$ cat src/phr_enum_pkg.sv
// Shared constants, command and status types, and alphabet functions of the phrase enumerator.
`default_nettype none

package phr_enum_pkg;

    localparam int MAX_PHRASE_LENGTH = 16;

    localparam int VAL_W     = 64;
    localparam int LEN_W     = 5;
    localparam int SEL_W     = 2;
    localparam int CHAR_W    = 7;
    localparam int RADIX_W   = 7;
    localparam int CFG_IDX_W = 2;
    localparam int CFG_DAT_W = 5;

    // The power sum runs over lengths 0 .. MAX_PHRASE_LENGTH + 1.
    localparam int STEP_W = $clog2(MAX_PHRASE_LENGTH + 2);
    localparam int NCH_W  = $clog2(MAX_PHRASE_LENGTH + 1);

    localparam int BITS_PER_STEP = 8;
    localparam int DIV_STEPS     = VAL_W / BITS_PER_STEP;
    localparam int DIV_CNT_W     = $clog2(DIV_STEPS);

    localparam logic [CFG_IDX_W-1:0] CFG_ALPHABET = 2'd0;
    localparam logic [CFG_IDX_W-1:0] CFG_MIN_LEN  = 2'd1;
    localparam logic [CFG_IDX_W-1:0] CFG_MAX_LEN  = 2'd2;

    localparam logic [SEL_W-1:0] ALPHA_DIGITS  = 2'd0;
    localparam logic [SEL_W-1:0] ALPHA_LETTERS = 2'd1;
    localparam logic [SEL_W-1:0] ALPHA_ALNUM   = 2'd2;
    localparam logic [SEL_W-1:0] ALPHA_ASCII   = 2'd3;

    localparam logic [LEN_W-1:0] MAX_LEN_RESET = 5'd8;

    typedef struct packed {
        logic              rc_clear;
        logic              rc_step;
        logic [STEP_W-1:0] rc_index;
        logic              rc_finish;
        logic              load_index;
        logic              check;
        logic              load_digit;
        logic              div_step;
        logic              emit_char;
        logic              emit_flag;
    } t_dp_cmd;

    typedef struct packed {
        logic out_free;
        logic flag_result;
        logic last_char;
    } t_dp_status;

    function automatic logic [RADIX_W-1:0] radix_of(input logic [SEL_W-1:0] sel);
        logic [RADIX_W-1:0] k;
        unique case (sel)
            ALPHA_DIGITS:  k = 7'd10;
            ALPHA_LETTERS: k = 7'd52;
            ALPHA_ALNUM:   k = 7'd62;
            default:       k = 7'd95;
        endcase
        return k;
    endfunction

    // The digit is always below the radix of the selected alphabet.
    function automatic logic [CHAR_W-1:0] char_of(input logic [SEL_W-1:0] sel,
                                                  input logic [RADIX_W-1:0] digit);
        logic [CHAR_W-1:0] c;
        unique case (sel)
            ALPHA_DIGITS: begin
                c = digit + 7'h30;
            end
            ALPHA_LETTERS: begin
                c = (digit < 7'd26) ? digit + 7'h41 : digit + 7'h47;
            end
            ALPHA_ALNUM: begin
                if (digit < 7'd10) begin
                    c = digit + 7'h30;
                end else if (digit < 7'd36) begin
                    c = digit + 7'h37;
                end else begin
                    c = digit + 7'h3D;
                end
            end
            default: begin
                c = digit + 7'h20;
            end
        endcase
        return c;
    endfunction

endpackage

`default_nettype wire

$ cat src/phr_enum_dp.sv
// Datapath: configuration, power sums, byte-wise division by the radix and the output register.
`default_nettype none

module phr_enum_dp import phr_enum_pkg::*; (
    input  wire logic                 i_clk,
    input  wire logic                 i_rst_n,
    input  wire logic                 i_cfg_wr_en,
    input  wire logic [CFG_IDX_W-1:0] i_cfg_index,
    input  wire logic [CFG_DAT_W-1:0] i_cfg_data,
    input  wire t_dp_cmd              i_cmd,
    output t_dp_status                o_status,
    input  wire logic [VAL_W-1:0]     i_candidate_index,
    output logic                      o_out_valid,
    input  wire logic                 i_out_stall,
    output logic [CHAR_W-1:0]         o_phrase_char,
    output logic                      o_last_char,
    output logic                      o_empty_phrase,
    output logic                      o_out_of_range
);

    logic [SEL_W-1:0]   r_alpha_sel;
    logic [LEN_W-1:0]   r_min_len;
    logic [LEN_W-1:0]   r_max_len;
    logic [VAL_W-1:0]   r_sum;
    logic [VAL_W-1:0]   r_pw;
    logic               r_pw_sat;
    logic [VAL_W-1:0]   r_start;
    logic [VAL_W-1:0]   r_total;
    logic [VAL_W-1:0]   r_count;
    logic [VAL_W-1:0]   r_val;
    logic [RADIX_W-1:0] r_rem;
    logic [NCH_W-1:0]   r_nchar;
    logic               r_oor;
    logic               r_empty;
    logic               r_out_valid;
    logic [CHAR_W-1:0]  r_out_char;
    logic               r_out_last;
    logic               r_out_empty;
    logic               r_out_oor;

    logic [RADIX_W-1:0]         radix;
    logic [LEN_W-1:0]           lo_len;
    logic [LEN_W-1:0]           hi_len;
    logic [STEP_W-1:0]          lo_step;
    logic [STEP_W-1:0]          hi_step;
    logic [VAL_W+RADIX_W-1:0]   pw_prod;
    logic [VAL_W:0]             sum_ext;
    logic [VAL_W-1:0]           sum_next;
    logic [RADIX_W:0]           div_trial;
    logic [RADIX_W-1:0]         div_rem;
    logic [BITS_PER_STEP-1:0]   div_q;
    logic                       in_range;
    logic                       sum_zero;
    logic                       out_free;
    logic                       is_last;

    assign radix   = radix_of(r_alpha_sel);
    assign lo_len  = (r_min_len > LEN_W'(MAX_PHRASE_LENGTH)) ? LEN_W'(MAX_PHRASE_LENGTH)
                                                              : r_min_len;
    assign hi_len  = (r_max_len > LEN_W'(MAX_PHRASE_LENGTH)) ? LEN_W'(MAX_PHRASE_LENGTH)
                                                              : r_max_len;
    assign lo_step = STEP_W'(lo_len);
    assign hi_step = STEP_W'(hi_len) + STEP_W'(1);

    assign pw_prod  = {{RADIX_W{1'b0}}, r_pw} * {{VAL_W{1'b0}}, radix};
    assign sum_ext  = {1'b0, r_sum} + {1'b0, r_pw};
    // Once the power has overflowed, every further sum is saturated.
    assign sum_next = (r_pw_sat || sum_ext[VAL_W]) ? {VAL_W{1'b1}} : sum_ext[VAL_W-1:0];

    // Restoring division of the top byte of the working value, one quotient bit per loop iteration.
    always_comb begin
        div_rem   = r_rem;
        div_q     = '0;
        div_trial = '0;
        for (int i = BITS_PER_STEP - 1; i >= 0; i--) begin
            div_trial = {div_rem, r_val[VAL_W-BITS_PER_STEP+i]};
            if (div_trial >= {1'b0, radix}) begin
                div_rem  = RADIX_W'(div_trial - {1'b0, radix});
                div_q[i] = 1'b1;
            end else begin
                div_rem = RADIX_W'(div_trial);
            end
        end
    end

    assign in_range = r_val < r_count;
    assign sum_zero = (r_val == '0) && (r_start == '0);
    assign out_free = !r_out_valid || !i_out_stall;
    assign is_last  = (r_val == '0) || (r_nchar == NCH_W'(MAX_PHRASE_LENGTH));

    assign o_status.out_free    = out_free;
    assign o_status.flag_result = !in_range || sum_zero;
    assign o_status.last_char   = is_last;

    always_ff @(posedge i_clk) begin
        if (!i_rst_n) begin
            r_alpha_sel <= ALPHA_DIGITS;
            r_min_len   <= '0;
            r_max_len   <= MAX_LEN_RESET;
        end else if (i_cfg_wr_en) begin
            unique case (i_cfg_index)
                CFG_ALPHABET: r_alpha_sel <= i_cfg_data[SEL_W-1:0];
                CFG_MIN_LEN:  r_min_len   <= i_cfg_data[LEN_W-1:0];
                CFG_MAX_LEN:  r_max_len   <= i_cfg_data[LEN_W-1:0];
                default: begin
                end
            endcase
        end
    end

    always_ff @(posedge i_clk) begin
        if (!i_rst_n) begin
            r_start <= '0;
            r_total <= '0;
            r_count <= '0;
        end else begin
            if (i_cmd.rc_step) begin
                if (i_cmd.rc_index == lo_step) begin
                    r_start <= r_sum;
                end
                if (i_cmd.rc_index == hi_step) begin
                    r_total <= r_sum;
                end
            end
            if (i_cmd.rc_finish) begin
                r_count <= (hi_len < lo_len) ? '0 : r_total - r_start;
            end
        end
    end

    always_ff @(posedge i_clk) begin
        if (i_cmd.rc_clear) begin
            r_sum    <= '0;
            r_pw     <= VAL_W'(1);
            r_pw_sat <= 1'b0;
        end else if (i_cmd.rc_step) begin
            r_sum    <= sum_next;
            r_pw     <= pw_prod[VAL_W-1:0];
            r_pw_sat <= r_pw_sat || (|pw_prod[VAL_W+RADIX_W-1:VAL_W]);
        end
    end

    always_ff @(posedge i_clk) begin
        if (i_cmd.load_index) begin
            r_val <= i_candidate_index;
        end else if (i_cmd.check) begin
            r_val   <= r_val + r_start;
            r_oor   <= !in_range;
            r_empty <= in_range && sum_zero;
            r_nchar <= '0;
        end else if (i_cmd.load_digit) begin
            r_val   <= r_val - VAL_W'(1);
            r_rem   <= '0;
            r_nchar <= r_nchar + NCH_W'(1);
        end else if (i_cmd.div_step) begin
            r_val <= {r_val[VAL_W-BITS_PER_STEP-1:0], div_q};
            r_rem <= div_rem;
        end
    end

    always_ff @(posedge i_clk) begin
        if (!i_rst_n) begin
            r_out_valid <= 1'b0;
        end else if (i_cmd.emit_char || i_cmd.emit_flag) begin
            r_out_valid <= 1'b1;
        end else if (!i_out_stall) begin
            r_out_valid <= 1'b0;
        end
    end

    always_ff @(posedge i_clk) begin
        if (i_cmd.emit_char) begin
            r_out_char  <= char_of(r_alpha_sel, r_rem);
            r_out_last  <= is_last;
            r_out_empty <= 1'b0;
            r_out_oor   <= 1'b0;
        end else if (i_cmd.emit_flag) begin
            r_out_char  <= '0;
            r_out_last  <= 1'b1;
            r_out_empty <= r_empty;
            r_out_oor   <= r_oor;
        end
    end

    assign o_out_valid    = r_out_valid;
    assign o_phrase_char  = r_out_char;
    assign o_last_char    = r_out_last;
    assign o_empty_phrase = r_out_empty;
    assign o_out_of_range = r_out_oor;

    a_emit_needs_room: assert property (@(posedge i_clk) disable iff (!i_rst_n)
        (i_cmd.emit_char || i_cmd.emit_flag) |-> o_status.out_free)
        else $error("result written while the output register was still occupied");

    a_flag_result_form: assert property (@(posedge i_clk) disable iff (!i_rst_n)
        (r_out_valid && (r_out_empty || r_out_oor)) |-> (r_out_char == '0 && r_out_last))
        else $error("flagged result carries a character or is not marked last");

    a_digit_below_radix: assert property (@(posedge i_clk) disable iff (!i_rst_n)
        i_cmd.emit_char |-> (r_rem < radix))
        else $error("division remainder not below the radix");

endmodule

`default_nettype wire

$ cat src/phr_enum_ctrl.sv
// Controller: sequences the power-sum recompute, the range check and the per-character division steps.
`default_nettype none

module phr_enum_ctrl import phr_enum_pkg::*; (
    input  wire logic       i_clk,
    input  wire logic       i_rst_n,
    input  wire logic       i_cfg_wr_en,
    input  wire logic       i_in_valid,
    output logic            o_in_stall,
    output t_dp_cmd         o_cmd,
    input  wire t_dp_status i_status
);

    localparam int STATE_W = 4;
    localparam logic [STATE_W-1:0] S_CLR   = 4'd0;
    localparam logic [STATE_W-1:0] S_RC    = 4'd1;
    localparam logic [STATE_W-1:0] S_FIN   = 4'd2;
    localparam logic [STATE_W-1:0] S_IDLE  = 4'd3;
    localparam logic [STATE_W-1:0] S_CHECK = 4'd4;
    localparam logic [STATE_W-1:0] S_FLAG  = 4'd5;
    localparam logic [STATE_W-1:0] S_LOAD  = 4'd6;
    localparam logic [STATE_W-1:0] S_DIV   = 4'd7;
    localparam logic [STATE_W-1:0] S_EMIT  = 4'd8;

    logic [STATE_W-1:0]   r_state;
    logic [STATE_W-1:0]   n_state;
    logic [STEP_W-1:0]    r_step;
    logic [STEP_W-1:0]    n_step;
    logic [DIV_CNT_W-1:0] r_div_cnt;
    logic [DIV_CNT_W-1:0] n_div_cnt;

    always_comb begin
        n_state        = r_state;
        n_step         = r_step;
        n_div_cnt      = r_div_cnt;
        o_cmd          = '0;
        o_cmd.rc_index = r_step;
        unique case (r_state)
            S_CLR: begin
                o_cmd.rc_clear = 1'b1;
                n_step         = '0;
                n_state        = S_RC;
            end
            S_RC: begin
                o_cmd.rc_step = 1'b1;
                if (r_step == STEP_W'(MAX_PHRASE_LENGTH + 1)) begin
                    n_state = S_FIN;
                end else begin
                    n_step = r_step + STEP_W'(1);
                end
            end
            S_FIN: begin
                o_cmd.rc_finish = 1'b1;
                n_state         = S_IDLE;
            end
            S_IDLE: begin
                if (i_in_valid && !i_cfg_wr_en) begin
                    o_cmd.load_index = 1'b1;
                    n_state          = S_CHECK;
                end
            end
            S_CHECK: begin
                o_cmd.check = 1'b1;
                n_state     = i_status.flag_result ? S_FLAG : S_LOAD;
            end
            S_FLAG: begin
                if (i_status.out_free) begin
                    o_cmd.emit_flag = 1'b1;
                    n_state         = S_IDLE;
                end
            end
            S_LOAD: begin
                o_cmd.load_digit = 1'b1;
                n_div_cnt        = '0;
                n_state          = S_DIV;
            end
            S_DIV: begin
                o_cmd.div_step = 1'b1;
                if (r_div_cnt == DIV_CNT_W'(DIV_STEPS - 1)) begin
                    n_state = S_EMIT;
                end else begin
                    n_div_cnt = r_div_cnt + DIV_CNT_W'(1);
                end
            end
            S_EMIT: begin
                if (i_status.out_free) begin
                    o_cmd.emit_char = 1'b1;
                    n_state         = i_status.last_char ? S_IDLE : S_LOAD;
                end
            end
            default: begin
                n_state = S_CLR;
            end
        endcase
        // Any configuration write invalidates the start and count values.
        if (i_cfg_wr_en) begin
            n_state = S_CLR;
        end
    end

    assign o_in_stall = (r_state != S_IDLE) || i_cfg_wr_en;

    always_ff @(posedge i_clk) begin
        if (!i_rst_n) begin
            r_state   <= S_CLR;
            r_step    <= '0;
            r_div_cnt <= '0;
        end else begin
            r_state   <= n_state;
            r_step    <= n_step;
            r_div_cnt <= n_div_cnt;
        end
    end

    a_cfg_restarts_recompute: assert property (@(posedge i_clk) disable iff (!i_rst_n)
        i_cfg_wr_en |=> (r_state == S_CLR))
        else $error("configuration write did not restart the recompute");

    a_emit_follows_divide: assert property (@(posedge i_clk) disable iff (!i_rst_n)
        (r_state == S_EMIT) |-> ($past(r_state) == S_DIV || $past(r_state) == S_EMIT))
        else $error("character emitted without a completed division");

endmodule

`default_nettype wire

$ cat src/index_to_phrase_enumerator.sv
// Top level of the index-to-phrase enumerator: controller and datapath.
// Sequence: accept, a range check, then per character a decrement, eight byte-division
// steps and a transfer to the output register, which waits while the output stalls.
// Throughput: one item at a time, input being stalled until the phrase is done;
// the eight-step byte divider by the radix sets the per-character cost.
// Reset and every configuration write start a recompute of the start and count
// values, during which no input transfer is taken.
`default_nettype none

module index_to_phrase_enumerator import phr_enum_pkg::*; (
    input  wire logic                 i_clk,
    input  wire logic                 i_rst_n,
    input  wire logic                 i_cfg_wr_en,
    input  wire logic [CFG_IDX_W-1:0] i_cfg_index,
    input  wire logic [CFG_DAT_W-1:0] i_cfg_data,
    input  wire logic                 i_in_valid,
    output logic                      o_in_stall,
    input  wire logic [VAL_W-1:0]     i_candidate_index,
    output logic                      o_out_valid,
    input  wire logic                 i_out_stall,
    output logic [CHAR_W-1:0]         o_phrase_char,
    output logic                      o_last_char,
    output logic                      o_empty_phrase,
    output logic                      o_out_of_range
);

    t_dp_cmd    dp_cmd;
    t_dp_status dp_status;

    phr_enum_ctrl u_ctrl (
        .i_clk      (i_clk),
        .i_rst_n    (i_rst_n),
        .i_cfg_wr_en(i_cfg_wr_en),
        .i_in_valid (i_in_valid),
        .o_in_stall (o_in_stall),
        .o_cmd      (dp_cmd),
        .i_status   (dp_status)
    );

    phr_enum_dp u_dp (
        .i_clk            (i_clk),
        .i_rst_n          (i_rst_n),
        .i_cfg_wr_en      (i_cfg_wr_en),
        .i_cfg_index      (i_cfg_index),
        .i_cfg_data       (i_cfg_data),
        .i_cmd            (dp_cmd),
        .o_status         (dp_status),
        .i_candidate_index(i_candidate_index),
        .o_out_valid      (o_out_valid),
        .i_out_stall      (i_out_stall),
        .o_phrase_char    (o_phrase_char),
        .o_last_char      (o_last_char),
        .o_empty_phrase   (o_empty_phrase),
        .o_out_of_range   (o_out_of_range)
    );

endmodule

`default_nettype wire
$ cat config.mk
export PLATFORM = sky130hd
export DESIGN_NAME = index_to_phrase_enumerator
export DESIGN_NICKNAME = d
export VERILOG_FILES = /design/src/phr_enum_pkg.sv /design/src/phr_enum_dp.sv /design/src/phr_enum_ctrl.sv /design/src/index_to_phrase_enumerator.sv
export SDC_FILE = /design/constraint.sdc
export NUM_CORES = 2
export LEC_CHECK = 0
export ABC_AREA = 0
export ABC_CLOCK_PERIOD_IN_PS = 18400
export BUFFER_PORTS_ARGS = -buffer_cell sky130_fd_sc_hd__buf_4
export CAP_MARGIN = 20
export CORE_ASPECT_RATIO = 0.7
export CORE_MARGIN = 3
export CORE_UTILIZATION = 45
export CTS_BUF_LIST = sky130_fd_sc_hd__clkbuf_2 sky130_fd_sc_hd__clkbuf_4 sky130_fd_sc_hd__clkbuf_8
export DETAILED_ROUTE_END_ITERATION = 16
export PLACE_DENSITY = 0.74
export SLEW_MARGIN = 20
export SYNTH_ARGS = -nofsm -noshare
export SYNTH_HDL_FRONTEND = slang
export SYNTH_HIERARCHICAL = 1
export SYNTH_SLANG_ARGS = --single-unit
export TNS_END_PERCENT = 20
$ cat constraint.sdc
create_clock -name i_clk -period 18.4 [get_ports i_clk]
set_input_delay 2.76 -clock i_clk [delete_from_list [all_inputs] [get_ports i_clk]]
set_output_delay 2.76 -clock i_clk [all_outputs]
set_load 0.02 [all_outputs]
==> summary.md <==
| Metric | Value |
|---|---|
| Outcome | finished clean |
| Crit path top cell by count | a21oi_1 |
| Maxcap violations | 0 |
| Final core utilization | 49.41% |
| Final setup viols | 0 |
| Pwr per Cell Area | 135.0 nW/um^2 |
| Clk root buf | clkbuf_8 |
| Filler Cells Inserted | 9710 |
| Chip width | 390.6 microns |
| Ys async rst share | 0% |
| Post-synth top area cell | dfxtp_1 |
| EDFF count, synth | 86 |
| Grt met1 use | 37.23% |
| Setup crit start kind | flop |
| Hold buffer count at cts | 0 |
| Syn Std Cell Area | 46590 sq um |
| CTS tree | yes |
| Top post-synthesis cells by area | dfxtp_1 15%, fa_1 14%, ha_1 11% |
| Relative max-transition margin | 27.65% |
| Die height | 275.2 microns |
| Met2 Resource Use GR | 36.53% |
| Die ar. | 107500 sq um |
| Drt pass-1 iters | 6 |
| Setup CP Type | flop to flop |
| Clock sink total | 434 |
| H-tree depth | 3 |
| Drt drc | 0 |
| CP max FO | 7 |
| Placed cells | 6831 |
| Fmax | 57.23 MHz |
| Core area | 102400 sq um |
| CP endpoint kind | flop |
| TritonCTS buffer count | 74 |
| Synth Register Bits | 434 |
| Final hold violations | 0 |
| Worst Skew | 0.06561 ns |
| DR WL/cell | 19.60 microns |
| Synthesized Nets | 6359 |
| GPL Wtd Cong | 0.9832 |
| Most used routing layer | met1 |
| First-pass GRT wire length | 215600 microns |
| Seq/Total Area, Yosys | 20.50% |
| DRT iter0 DRCs | 3927 |
| Worst path max stage delay | 0.51 ns |
| Clock Path Buffers | 3 |
| Synthesized area per cell | 8.415 sq um |
| Vias in the first global route | 38470 |
| Post-synth top flop | dfxtp_1 |
| Post-synth top area share | 14.95% |
| Area Overhead vs Synth | 8.597% |
| Met3 Track Usage GR | 5.731% |
| Final wirelength | 136600 microns |
| Post-Synthesis Cells | 5536 |
| Post-DP HPWL | 107800 microns |
| Leak Pwr | 0.02438 uW |
| Count of buffers from port buffering | 87 |
| Critical Path AT | 17.91 ns |
| Synth warnings | 6 |
| Minimum clock period | 17.47 ns |
| Final Power | 6832 uW |
| I/O pins | 88 |
| HP Class | flop to flop |
| Final Max Slew Viols | 0 |
| Non-filler cells, final | 6972 |
| Largest net degree at the start of global routing | 126 |
| Max IR drop VDD | 681.6 uV |
| Clock Latency Late Sink | 0.79 ns |
| Rows | 98 |
| Initial antenna violation count | 10 |
| Yosys cell types | 109 |
| Mean number of vias per cell | 5.872 |
| Least-Margin Pin Slew | 1.070 ns |
| GRT Util Overall | 25.01% |
| CTS clk-pin slew, worst paths | 0.07 ns |
| Fin crit share | 94.96% |
| Initial core utilization | 45.50% |
| Routed Antenna Nets | 0 |
| WP data required | 18.84 ns |
| Crit path max-delay cell type | fa_1 |
| Share of cells above drive strength 1 | 7.101% |
| Grt total ovfl | 0 |
| DR vias | 40940 |
| Nets | 6387 |
## logic make-up after synthesis
logic type | share of synthesized area (%)
simple gates | 16.99
flops | 20.50
fa+ha+maj | 25.25
compound gates | 20.03
xor+xnor | 6.091
buf+inv | 6.253
mux | 4.885
## layer usage
metal	up-vias	part of all wire [%]
li1	19480	-
met1	19660	47
met2	1597	42
met3	205	9.1
met4	2	2.0
met5	-	0.0073
## cell usage after synthesis (13+ instances only)
cell type / count
nor3_1: 72
nand2_1: 322
and2_1: 136
buf_1: 14
o211ai_1: 23
nor2b_1: 68
inv_1: 544
ha_1: 425
o21a_1: 35
and3_1: 36
or3_1: 37
xor2_1: 137
a22oi_1: 39
and4_1: 15
nor2_1: 585
dfxtp_1: 348
o31ai_1: 20
o21ai_0: 246
a21o_1: 231
o21bai_1: 52
a21boi_0: 13
clkbuf_1: 185
nand4_1: 67
nor4_1: 38
a31oi_1: 51
o22ai_1: 15
or2_2: 21
mux2_2: 15
a311oi_1: 19
edfxtp_1: 86
mux2i_1: 206
fa_1: 322
nand3_1: 83
a21oi_1: 381
a221oi_1: 16
xnor2_1: 187
nand2b_1: 102
a211oi_1: 142
## area by class of cell
| class | count | area (sq um) | area share, % |
|---|---|---|---|
| Timing Repair Buffer | 163 | 1244 | 2.458 |
| Sequential cell | 434 | 9549 | 18.88 |
| Multi-Input combinational cell | 4343 | 34300 | 67.80 |
| Antenna cell | 3 | 7.507 | 0.01484 |
| Inverter | 548 | 2062 | 4.076 |
| Tap cell | 1350 | 1689 | 3.339 |
| Clock buffer | 101 | 1296 | 2.562 |
| Clock inverter | 30 | 441.7 | 0.8730 |
## per-stage QoR
stage,setup TNS [ns],setup WS (ns),instance area (sq um),hold slack [ns]
2_1_floorplan,0,0.6854,46590,0.4250
3_3_place_gp,0,0.4951,48710,0.4401
3_5_place_dp,0,0.1799,48710,0.4432
4_1_cts,0,0.08792,50450,0.4567
5_1_grt,-0.1671,-0.04860,50590,0.4817
6_report,0,0.9272,50590,0.4528
## worst max-delay path, delay by kind of cell, from the launching register on
family          cells  cell delay (ns)
buf+inv             2             0.27
flops               1             0.37
fa+ha+maj           9             3.51
mux                 6             1.66
compound gates     44             8.99
simple gates       12             2.30
## worst paths after layout
kind,depth (start not counted),start,slack [ns],to
worst max-delay path,73,u_dp/r_alpha_sel[0],0.93,u_dp/r_val[0]
worst max register to register,73,u_dp/r_alpha_sel[0],0.93,u_dp/r_val[0]
worst min-delay path,2,u_dp/r_count[38],0.45,u_dp/r_count[38]
worst min register to register,2,u_dp/r_count[38],0.45,u_dp/r_count[38]
## where the power goes
group	total (uW)	leakage (uW)	internal (uW)	switching [uW]
registers	1200	0.00359	1150	48.8
clock network	1070	0.000909	593	478
logic	4560	0.0199	2140	2420
## placed cells by master (no fill, tap or decap), types with 37 or more instances in the layout
master and count:
nor4_1 37, nor3_1 70, inv_1 542, dfxtp_1 348, a31oi_1 51, ha_1 422, and2_1 136, buf_4 161
nand2b_1 102, edfxtp_1 86, a21o_1 231, a211oi_1 140, nor2_1 582, o21bai_1 52, clkbuf_8 86, o21ai_0 244
a22oi_1 39, nand3_1 83, fa_1 321, xnor2_1 187, a21oi_1 379, mux2i_1 204, xor2_1 137, nand2_1 321
nand4_1 67, nor2b_1 68
## registers in the layout, summed over array words and instances, names as in the netlist, 2 cells and up
signal,count
u_dp/r_count,64
u_dp/r_pw,64
u_dp/r_start,64
u_dp/r_sum,64
u_dp/r_total,64
u_dp/r_val,64
u_dp/o_phrase_char,7
u_dp/r_rem,7
u_ctrl/r_step,5
u_dp/r_max_len,5
u_dp/r_min_len,5
u_dp/r_nchar,5
u_ctrl/r_state,4
u_ctrl/r_div_cnt,3
u_dp/r_alpha_sel,2
## repair_timing
| action | in CTS | in global routing |
|---|---|---|
| setup buffers | 0 | 6 |
| resized for setup | 0 | 18 |
| endpoints found under the setup margin | 0 | 8 |
Power figures use the tool's default switching activity.
